File: src/rtl/rle_window_sum_unit_assert.svh
// Assertion macros shared by the run-length window sum RTL.
// Every check is clocked on clock and disabled while reset is high.
`ifndef RLE_WINDOW_SUM_UNIT_ASSERT_SVH
`define RLE_WINDOW_SUM_UNIT_ASSERT_SVH

// Same-cycle implication.
`define RWS_ASSERT_IMPL(lbl, pre, post, msg) \
   lbl: assert property (@(posedge clock) disable iff (reset) (pre) |-> (post)) \
      else $error(msg);

// Next-cycle implication.
`define RWS_ASSERT_NEXT(lbl, pre, post, msg) \
   lbl: assert property (@(posedge clock) disable iff (reset) (pre) |=> (post)) \
      else $error(msg);

`endif

File: src/rtl/rws_pkg.sv
`default_nettype none

package rws_pkg;

   localparam int K_W        = 5;
   localparam int CSR_IDX_W  = 2;
   localparam int CSR_DATA_W = 5;
   localparam int VALUE_W    = 32;
   localparam int LEN_W      = 31;
   // Exact window total: up to 31 terms of 32 bits, signed.
   localparam int TOTAL_W    = 37;

   localparam logic [CSR_IDX_W-1:0] CSR_WINDOW_K  = 2'd0;
   localparam logic [CSR_IDX_W-1:0] CSR_NA_REMOVE = 2'd1;

   localparam logic signed [TOTAL_W-1:0] SUM_LIMIT = 37'sd2147483647;

   typedef enum logic [2:0] {
      ST_IDLE,
      ST_DECIDE,
      ST_PUSH_RD,
      ST_PUSH_UPD,
      ST_FORM,
      ST_RESP
   } state_type;

   typedef struct packed {
      logic load;
      logic push_rd;
      logic push_upd;
      logic out_load;
      logic step_inc;
   } cmd_type;

   typedef struct packed {
      logic more_steps;
      logic window_full;
   } status_type;

endpackage

`default_nettype wire

File: src/rtl/rle_window_sum_unit.sv
// With the window already full, the first result of a run is presented after the run has
// passed the decide, ring read, total update and form states. A new run is accepted only
// once the current run is done, and a stalled result holds the block until it is taken;
// each element goes through a ring read, a total update and a result check.
// Reset (synchronous, active high) sets k to 1, NA removal off, and empties the window.
// The history ring needs no clearing pass: only slots written since the last clear are used.
`default_nettype none

module rle_window_sum_unit #(
   parameter int MAX_WINDOW = 16
) (
   input  wire                                  clock,
   input  wire                                  reset,
   // Configuration write port.
   input  wire                                  csr_we,
   input  wire  [rws_pkg::CSR_IDX_W-1:0]        csr_index,
   input  wire  [rws_pkg::CSR_DATA_W-1:0]       csr_wdata,
   // Input runs.
   input  wire                                  req_valid,
   output logic                                 req_stall,
   input  wire  signed [rws_pkg::VALUE_W-1:0]   req_run_value,
   input  wire                                  req_run_is_na,
   input  wire  [rws_pkg::LEN_W-1:0]            req_run_length,
   // Result runs.
   output logic                                 rsp_valid,
   input  wire                                  rsp_stall,
   output logic signed [rws_pkg::VALUE_W-1:0]   rsp_sum_value,
   output logic                                 rsp_sum_is_na,
   output logic                                 rsp_overflowed,
   output logic [rws_pkg::LEN_W-1:0]            rsp_out_length,
   output logic                                 rsp_last_of_item
);

   `include "rle_window_sum_unit_assert.svh"

   // The controller sequences each run one element at a time: it reads the
   // element leaving the window, updates the running total and NA count, and
   // then, once the window is full, holds a result until the downstream side takes the transaction.
   // The datapath keeps the ring, the window state and the result registers.
   rws_pkg::cmd_type    cmd;
   rws_pkg::status_type status;

   rws_ctrl u_ctrl (
      .clock     (clock),
      .reset     (reset),
      .req_valid (req_valid),
      .req_stall (req_stall),
      .rsp_valid (rsp_valid),
      .rsp_stall (rsp_stall),
      .status    (status),
      .cmd       (cmd)
   );

   rws_dp #(
      .MAX_WINDOW (MAX_WINDOW)
   ) u_dp (
      .clock            (clock),
      .reset            (reset),
      .csr_we           (csr_we),
      .csr_index        (csr_index),
      .csr_wdata        (csr_wdata),
      .req_run_value    (req_run_value),
      .req_run_is_na    (req_run_is_na),
      .req_run_length   (req_run_length),
      .cmd              (cmd),
      .status           (status),
      .rsp_sum_value    (rsp_sum_value),
      .rsp_sum_is_na    (rsp_sum_is_na),
      .rsp_overflowed   (rsp_overflowed),
      .rsp_out_length   (rsp_out_length),
      .rsp_last_of_item (rsp_last_of_item)
   );

   // No new run is taken while a result is still pending.
   `RWS_ASSERT_IMPL(a_no_req_during_rsp, rsp_valid, req_stall, "run accepted while result pending")
   // In the cycle after a run is accepted, the block is busy.
   `RWS_ASSERT_NEXT(a_busy_after_req, req_valid && !req_stall, req_stall, "not busy after run accept")
   // A result that is not the last of its run is followed by more work on that run.
   `RWS_ASSERT_NEXT(a_more_after_mid, rsp_valid && !rsp_stall && !rsp_last_of_item, ##1 req_stall,
      "run ended before its last result")

endmodule

`default_nettype wire

File: src/rtl/rws_ctrl.sv
`default_nettype none

module rws_ctrl (
   input  wire                  clock,
   input  wire                  reset,
   input  wire                  req_valid,
   output logic                 req_stall,
   output logic                 rsp_valid,
   input  wire                  rsp_stall,
   input  rws_pkg::status_type  status,
   output rws_pkg::cmd_type     cmd
);

   rws_pkg::state_type state_ff;
   rws_pkg::state_type state_in;

   always_ff @(posedge clock) begin
      if (reset) begin
         state_ff <= rws_pkg::ST_IDLE;
      end else begin
         state_ff <= state_in;
      end
   end

   always_comb begin
      state_in  = state_ff;
      cmd       = '0;
      req_stall = 1'b1;
      rsp_valid = 1'b0;
      unique case (state_ff)
         rws_pkg::ST_IDLE: begin
            req_stall = 1'b0;
            if (req_valid) begin
               cmd.load = 1'b1;
               state_in = rws_pkg::ST_DECIDE;
            end
         end
         rws_pkg::ST_DECIDE: begin
            if (status.more_steps) begin
               state_in = rws_pkg::ST_PUSH_RD;
            end else begin
               state_in = rws_pkg::ST_IDLE;
            end
         end
         rws_pkg::ST_PUSH_RD: begin
            cmd.push_rd = 1'b1;
            state_in    = rws_pkg::ST_PUSH_UPD;
         end
         rws_pkg::ST_PUSH_UPD: begin
            cmd.push_upd = 1'b1;
            state_in     = rws_pkg::ST_FORM;
         end
         rws_pkg::ST_FORM: begin
            // A window that is not yet full gives no result.
            if (status.window_full) begin
               cmd.out_load = 1'b1;
               state_in     = rws_pkg::ST_RESP;
            end else begin
               cmd.step_inc = 1'b1;
               state_in     = rws_pkg::ST_DECIDE;
            end
         end
         rws_pkg::ST_RESP: begin
            rsp_valid = 1'b1;
            if (!rsp_stall) begin
               cmd.step_inc = 1'b1;
               state_in     = rws_pkg::ST_DECIDE;
            end
         end
         default: begin
            state_in = rws_pkg::ST_IDLE;
         end
      endcase
   end

endmodule

`default_nettype wire

File: src/rtl/rws_dp.sv
`default_nettype none

module rws_dp #(
   parameter int MAX_WINDOW = 16
) (
   input  wire                                    clock,
   input  wire                                    reset,
   input  wire                                    csr_we,
   input  wire  [rws_pkg::CSR_IDX_W-1:0]          csr_index,
   input  wire  [rws_pkg::CSR_DATA_W-1:0]         csr_wdata,
   input  wire  signed [rws_pkg::VALUE_W-1:0]     req_run_value,
   input  wire                                    req_run_is_na,
   input  wire  [rws_pkg::LEN_W-1:0]              req_run_length,
   input  rws_pkg::cmd_type                       cmd,
   output rws_pkg::status_type                    status,
   output logic signed [rws_pkg::VALUE_W-1:0]     rsp_sum_value,
   output logic                                   rsp_sum_is_na,
   output logic                                   rsp_overflowed,
   output logic [rws_pkg::LEN_W-1:0]              rsp_out_length,
   output logic                                   rsp_last_of_item
);

   localparam int PTR_W = (MAX_WINDOW > 1) ? $clog2(MAX_WINDOW) : 1;
   localparam int K_W   = rws_pkg::K_W;
   localparam int TW    = rws_pkg::TOTAL_W;
   localparam int VW    = rws_pkg::VALUE_W;
   localparam int LW    = rws_pkg::LEN_W;

   // Configuration.
   logic [K_W-1:0] cfg_k_ff;
   logic           na_remove_ff;

   // Current run.
   logic signed [VW-1:0] run_value_ff;
   logic                 run_na_ff;
   logic [LW-1:0]        run_len_ff;
   // One spare bit, so the count can step past the widest window.
   logic [K_W:0]         step_cnt_ff;

   // Stream state.
   logic [PTR_W-1:0]     ptr_ff;
   logic [K_W-1:0]       seen_ff;
   logic signed [TW-1:0] total_ff;
   logic [K_W-1:0]       na_cnt_ff;

   // History ring: {na, value}.
   logic [VW:0]          ring_mem [MAX_WINDOW];
   logic [VW:0]          old_ff;

   logic [K_W-1:0]       keff;
   logic [K_W-1:0]       pushes;
   logic [PTR_W:0]       old_sum;
   logic [PTR_W-1:0]     old_addr;
   logic [PTR_W-1:0]     ptr_next;
   logic signed [TW-1:0] sub_term;
   logic signed [TW-1:0] add_term;
   logic                 window_full;

   always_comb begin
      if (cfg_k_ff == '0) begin
         keff = K_W'(1);
      end else if (32'(cfg_k_ff) > MAX_WINDOW) begin
         keff = K_W'(MAX_WINDOW);
      end else begin
         keff = cfg_k_ff;
      end
   end

   // A run pushes min(length, k) elements into the ring.
   assign pushes = (run_len_ff >= LW'(keff)) ? keff : run_len_ff[K_W-1:0];

   always_comb begin
      old_sum = {1'b0, ptr_ff} + (PTR_W+1)'(MAX_WINDOW) - (PTR_W+1)'(keff);
      if (old_sum >= (PTR_W+1)'(MAX_WINDOW)) begin
         old_sum = old_sum - (PTR_W+1)'(MAX_WINDOW);
      end
      old_addr = old_sum[PTR_W-1:0];
   end

   assign ptr_next    = (32'(ptr_ff) == MAX_WINDOW - 1) ? '0 : ptr_ff + PTR_W'(1);
   assign window_full = (seen_ff >= keff);

   assign status.more_steps  = (step_cnt_ff < {1'b0, pushes});
   assign status.window_full = window_full;

   // The ring is read before it is written, so the oldest slot is
   // still seen when it is also the slot being replaced.
   always_ff @(posedge clock) begin
      if (cmd.push_rd) begin
         old_ff                <= ring_mem[old_addr];
         ring_mem[ptr_ff]      <= {run_na_ff, run_value_ff};
      end
   end

   always_comb begin
      sub_term = '0;
      add_term = '0;
      if (window_full && !old_ff[VW]) begin
         sub_term = TW'(signed'(old_ff[VW-1:0]));
      end
      if (!run_na_ff) begin
         add_term = TW'(run_value_ff);
      end
   end

   always_ff @(posedge clock) begin
      if (reset) begin
         cfg_k_ff     <= K_W'(1);
         na_remove_ff <= 1'b0;
         ptr_ff       <= '0;
         seen_ff      <= '0;
         total_ff     <= '0;
         na_cnt_ff    <= '0;
         step_cnt_ff  <= '0;
      end else begin
         if (csr_we) begin
            unique case (csr_index)
               rws_pkg::CSR_WINDOW_K: begin
                  cfg_k_ff  <= csr_wdata;
                  ptr_ff    <= '0;
                  seen_ff   <= '0;
                  total_ff  <= '0;
                  na_cnt_ff <= '0;
               end
               rws_pkg::CSR_NA_REMOVE: begin
                  na_remove_ff <= csr_wdata[0];
               end
               default: begin
               end
            endcase
         end
         if (cmd.load) begin
            step_cnt_ff <= '0;
         end else if (cmd.step_inc) begin
            step_cnt_ff <= step_cnt_ff + (K_W+1)'(1);
         end
         if (cmd.push_rd) begin
            ptr_ff <= ptr_next;
         end
         if (cmd.push_upd) begin
            total_ff <= total_ff - sub_term + add_term;
            if (!window_full) begin
               seen_ff <= seen_ff + K_W'(1);
            end
            if (window_full && old_ff[VW] && !run_na_ff) begin
               na_cnt_ff <= na_cnt_ff - K_W'(1);
            end else if (!(window_full && old_ff[VW]) && run_na_ff) begin
               na_cnt_ff <= na_cnt_ff + K_W'(1);
            end
         end
      end
   end

   always_ff @(posedge clock) begin
      if (cmd.load) begin
         run_value_ff <= req_run_value;
         run_na_ff    <= req_run_is_na;
         run_len_ff   <= req_run_length;
      end
   end

   // Result registers.
   always_ff @(posedge clock) begin
      if (cmd.out_load) begin
         rsp_sum_value  <= '0;
         rsp_sum_is_na  <= 1'b0;
         rsp_overflowed <= 1'b0;
         if (na_cnt_ff != '0 && !na_remove_ff) begin
            rsp_sum_is_na <= 1'b1;
         end else if (total_ff > rws_pkg::SUM_LIMIT || total_ff < -rws_pkg::SUM_LIMIT) begin
            rsp_sum_is_na  <= 1'b1;
            rsp_overflowed <= 1'b1;
         end else begin
            rsp_sum_value <= total_ff[VW-1:0];
         end
         // The k-th push of a long run stands for all its remaining windows.
         if (step_cnt_ff == {1'b0, keff - K_W'(1)}) begin
            rsp_out_length <= run_len_ff - LW'(keff) + LW'(1);
         end else begin
            rsp_out_length <= LW'(1);
         end
         rsp_last_of_item <= ((step_cnt_ff + (K_W+1)'(1)) == {1'b0, pushes});
      end
   end

endmodule

`default_nettype wire

File: config.mk
export PLATFORM = sky130hd
export DESIGN_NAME = rle_window_sum_unit
export DESIGN_NICKNAME = d
export VERILOG_FILES = /design/src/rtl/rws_pkg.sv /design/src/rtl/rle_window_sum_unit.sv /design/src/rtl/rws_ctrl.sv /design/src/rtl/rws_dp.sv
export VERILOG_INCLUDE_DIRS = /design/src /design/src/rtl
export SDC_FILE = /design/constraint.sdc
export NUM_CORES = 1
export LEC_CHECK = 0
export ABC_CLOCK_PERIOD_IN_PS = 8500
export BUFFER_PORTS_ARGS = -buffer_cell sky130_fd_sc_hd__buf_2
export CAP_MARGIN = 0
export CORE_MARGIN = 2
export CORE_UTILIZATION = 58
export DETAILED_ROUTE_END_ITERATION = 12
export GPL_ROUTABILITY_DRIVEN = 0
export HOLD_SLACK_MARGIN = 0.03
export PLACE_DENSITY_LB_ADDON = 0.08
export SETUP_SLACK_MARGIN = 0.2
export SLEW_MARGIN = 15
export SYNTH_ARGS = -nofsm -noshare
export SYNTH_HDL_FRONTEND = slang
export SYNTH_SLANG_ARGS = --single-unit
File: constraint.sdc
create_clock -name clock -period 8.5 [get_ports clock]
set_clock_uncertainty 0.05 [all_clocks]
set_input_delay 0.85 -clock clock [delete_from_list [all_inputs] [get_ports clock]]
set_output_delay 0.85 -clock clock [all_outputs]
set_load 0.01 [all_outputs]
==> key figures <==
Clocking
  • Clock sinks: 757
  • Clock transition at the registers of the reported paths: approximately 60 ps
  • Clk buf depth: 3
  • Number of hold buffers added after CTS: 0
  • Cell at the root of the clock tree: sky130_fd_sc_hd__clkbuf_16
  • Post-CTS repair timing setup buffer count: 0
  • Number of clock buffers inserted by TritonCTS: 78
  • Number of levels the H-tree was split into: 3
  • Number of gates resized after CTS: 0
  • Clock tree from TritonCTS: built
  • Worst-skew pair later-pin latency: 610 ps

Synth
  • Sequential area share after synthesis: 0.641
  • Synthesized area: 34,400 µm²
  • Dominant combinational cell family by area after synthesis: multiplexers
  • Area share of and/or/nand/nor cells after synthesis: 0.0757
  • Average size of a mapped cell: 14.7 µm²
  • Post-synth EDFFs: 691
  • Post-synthesis async set-or-reset flop share: 0
  • Multiplexer fraction of the synthesized cell area: 0.0903
  • Post-synthesis instance total: 2,345
  • Post-synthesis cell type count: 73
  • XOR/XNOR share of the synthesized area: 0.0196
  • Number of synthesized register bits: around 760
  • Synthesized-area fraction occupied by adder cells: 0.0685
  • Total nets after synthesis: 2,586
  • Number of synthesis warnings: 0
  • Synth Area in Compound Gates: 0.0706
  • Flip-flop cell with the highest count after synthesis: sky130_fd_sc_hd__edfxtp_1

GRT
  • Vias in the first global route: 20,113
  • Overall routing resource usage: 0.265
  • Initial antenna violation count: 0
  • Remaining global-route overflow: 0
  • Global-route wire length before repair: 120 mm
  • Pin count of the biggest net entering global routing: 133

Worst setup path
  • Critical Path Start Type: flip-flop
  • CP endpoint kind: flip-flop
  • Critical path required time: around 9000 ps
  • Critical path class: flip-flop to flip-flop
  • Endpoint arrival time on the critical path: 6630 ps
  • Maximum fanout encountered on the critical timing path: 32

Floorplanning
  • Rows: 89
  • Number of top-level pins: around 140
  • Die width: ~250 µm
  • DIE HEIGHT: 248 µm
  • Initial cell density of the core: 0.585
  • Die ar.: roughly 61,000 µm²
  • Area of the core region: 58,800 µm²

Routing
  • Number of iterations in the first detailed-routing pass: 8
  • Overall via count from detail_route: about 20,000
  • Post-route ant nets: 0
  • Mean number of vias per cell: between 6 and 7
  • Post-DR wirelength/cell: 24.0 µm
  • Routed wire length: 80.1 mm
  • DRC: 0
  • Count of routing violations after the opening detailed-route iteration: 1,776

Final layout
  • Area of combinational cells with multiple inputs: 11,400 µm²
  • Most frequent standard cell in the layout excluding fill and tap cells: sky130_fd_sc_hd__edfxtp_1
  • Filler cell count in the final layout: between 4,000 and 5,000
  • Storage cell area: 22,100 µm²
  • Synth-to-layout area growth: 11.9%
  • End-of-flow core utilization: 0.655
  • Share of final-layout standard cells stronger than drive strength 1: 0.175
  • Net count, final: 2,742
  • Number of antenna repair diodes: 0
  • Most frequent cells in the layout: sky130_fd_sc_hd__edfxtp_1 (691), sky130_fd_sc_hd__inv_1 (202), sky130_fd_sc_hd__nor2_1 (143), sky130_fd_sc_hd__buf_2 (143), sky130_fd_sc_hd__mux4_2 (132)

Placement
  • Half-perimeter wire length after placement: 47.7 mm
  • IO buf count: 143

STA
  • Final Slew Violations: 0
  • Final count of hold timing violations: 0
  • Aggregate negative setup slack: 0 ps
  • Relative max-transition margin: 0.259
  • RSZ-0062 raised after global routing: no
  • Setup violations, final: 0
  • Post-route fraction of the period consumed by the critical path: 0.727
  • Actual transition at the worst max-transition pin: 1110 ps
  • Final critical delay including setup and external delays: 6180 ps
  • Maximum clock rate: 162 MHz

Power
  • Leakage power of the design: 13.9 nW
  • Worst VDD drop: 0.184 mV
  • Power density over the cells: 224 nW/µm²

Status
  • Status: finished clean

Job
  • Count of max-cap constraint violations: 0

Min path
  • Min-delay worst type: primary input to flip-flop
[stage by stage]
stage | total power, mW | hold WS [ps] | cell area (µm²) | std cells | setup WS, ps
after detailed placement | 5.49 | 412 | 36200 | 3194 | 2370
after floorplan | 5.15 | 392 | 34400 | 2345 | 3280
after global placement | 5.47 | 408 | 36200 | 3194 | 2460
final | 8.62 | 361 | 38500 | 3332 | 2320
after CTS | 8.67 | 333 | 38500 | 3332 | 2390
after global routing | 8.94 | 343 | 38500 | 3332 | 1750
[registers in the layout (all words and copies together) (netlist names)]
register / cells
u_dp.na_remove_ff: 1
u_dp.rsp_sum_is_na: 1
u_dp.na_cnt_ff: 5
u_dp.rsp_sum_value: 32
u_dp.total_ff: 37
u_dp.seen_ff: 5
u_dp.cfg_k_ff: 5
u_dp.step_cnt_ff: 6
u_dp.run_na_ff: 1
u_ctrl.state_ff: 3
u_dp.rsp_last_of_item: 1
u_dp.rsp_out_length: 31
u_dp.run_len_ff: 31
u_dp.run_value_ff: 32
u_dp.old_ff: 33
u_dp.ring_mem: 528
u_dp.rsp_overflowed: 1
u_dp.ptr_ff: 4
[report_power, final]
group	internal (mW)	total [mW]	leakage (nW)	switching, mW
Clock	1.82	3.19	1.15	1.37
Combinational	0.489	1.20	5.86	0.709
Sequential	4.15	4.22	6.85	0.0701
[layout make-up]
cell class	instances	share of cell area
Tap cell	773	0.0251
Inverter	203	0.0198
Clock buffer	101	0.0540
Sequential cell	757	0.573
Clock inverter	37	0.00708
Timing Repair Buffer	177	0.0259
Multi-Input combinational cell	1284	0.295
[cell usage after synthesis, types with 45 or more instances]
library cell               number  share of area
sky130_fd_sc_hd__edfxtp_1     691           0.60
sky130_fd_sc_hd__inv_1        203          0.022
sky130_fd_sc_hd__nor2_1       157          0.017
sky130_fd_sc_hd__mux4_2       132          0.086
sky130_fd_sc_hd__nand2_1      131          0.014
sky130_fd_sc_hd__ha_1         126          0.046
sky130_fd_sc_hd__a21oi_1       94          0.014
sky130_fd_sc_hd__clkbuf_1      78         0.0085
sky130_fd_sc_hd__and2_1        69          0.013
sky130_fd_sc_hd__dfxtp_1       66          0.038
sky130_fd_sc_hd__xnor2_1       57          0.015
sky130_fd_sc_hd__nand2b_1      45         0.0082
[routing by layer]
layer	GRT usage	share of wire	vias to the layer above
met5	0	0	-
li1	-	-	9099
met3	0.0551	0.089	113
met1	0.381	0.43	10176
met2	0.414	0.46	881
met4	0.0759	0.021	0
[worst max-delay path, cell delays in order (launching register included)]
cell and delay [ps]:
sky130_fd_sc_hd__dfxtp_1 330, sky130_fd_sc_hd__nor3_1 170, sky130_fd_sc_hd__nor2_1 60, sky130_fd_sc_hd__nor2_1 450
sky130_fd_sc_hd__ha_1 340, sky130_fd_sc_hd__nand2b_1 140, sky130_fd_sc_hd__a21o_1 170, sky130_fd_sc_hd__a21o_1 170
sky130_fd_sc_hd__a21o_1 190, sky130_fd_sc_hd__a21oi_1 330, sky130_fd_sc_hd__nor2_2 50, sky130_fd_sc_hd__buf_4 240
sky130_fd_sc_hd__and2_1 220, sky130_fd_sc_hd__fa_1 510, sky130_fd_sc_hd__inv_1 40, sky130_fd_sc_hd__ha_1 360
sky130_fd_sc_hd__a21oi_1 170, sky130_fd_sc_hd__nor2b_1 70, sky130_fd_sc_hd__o31ai_1 390, sky130_fd_sc_hd__a21oi_2 180
sky130_fd_sc_hd__a211oi_1 490, sky130_fd_sc_hd__o31ai_1 250, sky130_fd_sc_hd__a31oi_1 390, sky130_fd_sc_hd__mux2i_1 230
sky130_fd_sc_hd__nand2_1 70
[logic make-up (layout without fill, tap and decap cells)]
group                    Yosys count  in the layout
AND/OR/NAND/NOR                  536            536
multiplexers                     145            145
buffers and inverters            304            518
flip-flops                       757            757
AO/OA/AOI/OAI                    361            361
adder cells (fa/ha/maj)          165            165
XOR/XNOR                          77             77
[final timing paths]
path	end	from	cells after the start	slack (ps)
setup / recovery	u_dp.total_ff[31]	u_dp.cfg_k_ff[2]	24	2320
hold / removal	u_dp.run_len_ff[21]	req_run_length[21]	1	360
setup reg to reg	u_dp.total_ff[31]	u_dp.cfg_k_ff[2]	24	2320
hold reg to reg	u_dp.total_ff[5]	u_dp.total_ff[5]	2	430
No activity file was read; power rests on OpenSTA's default activity.
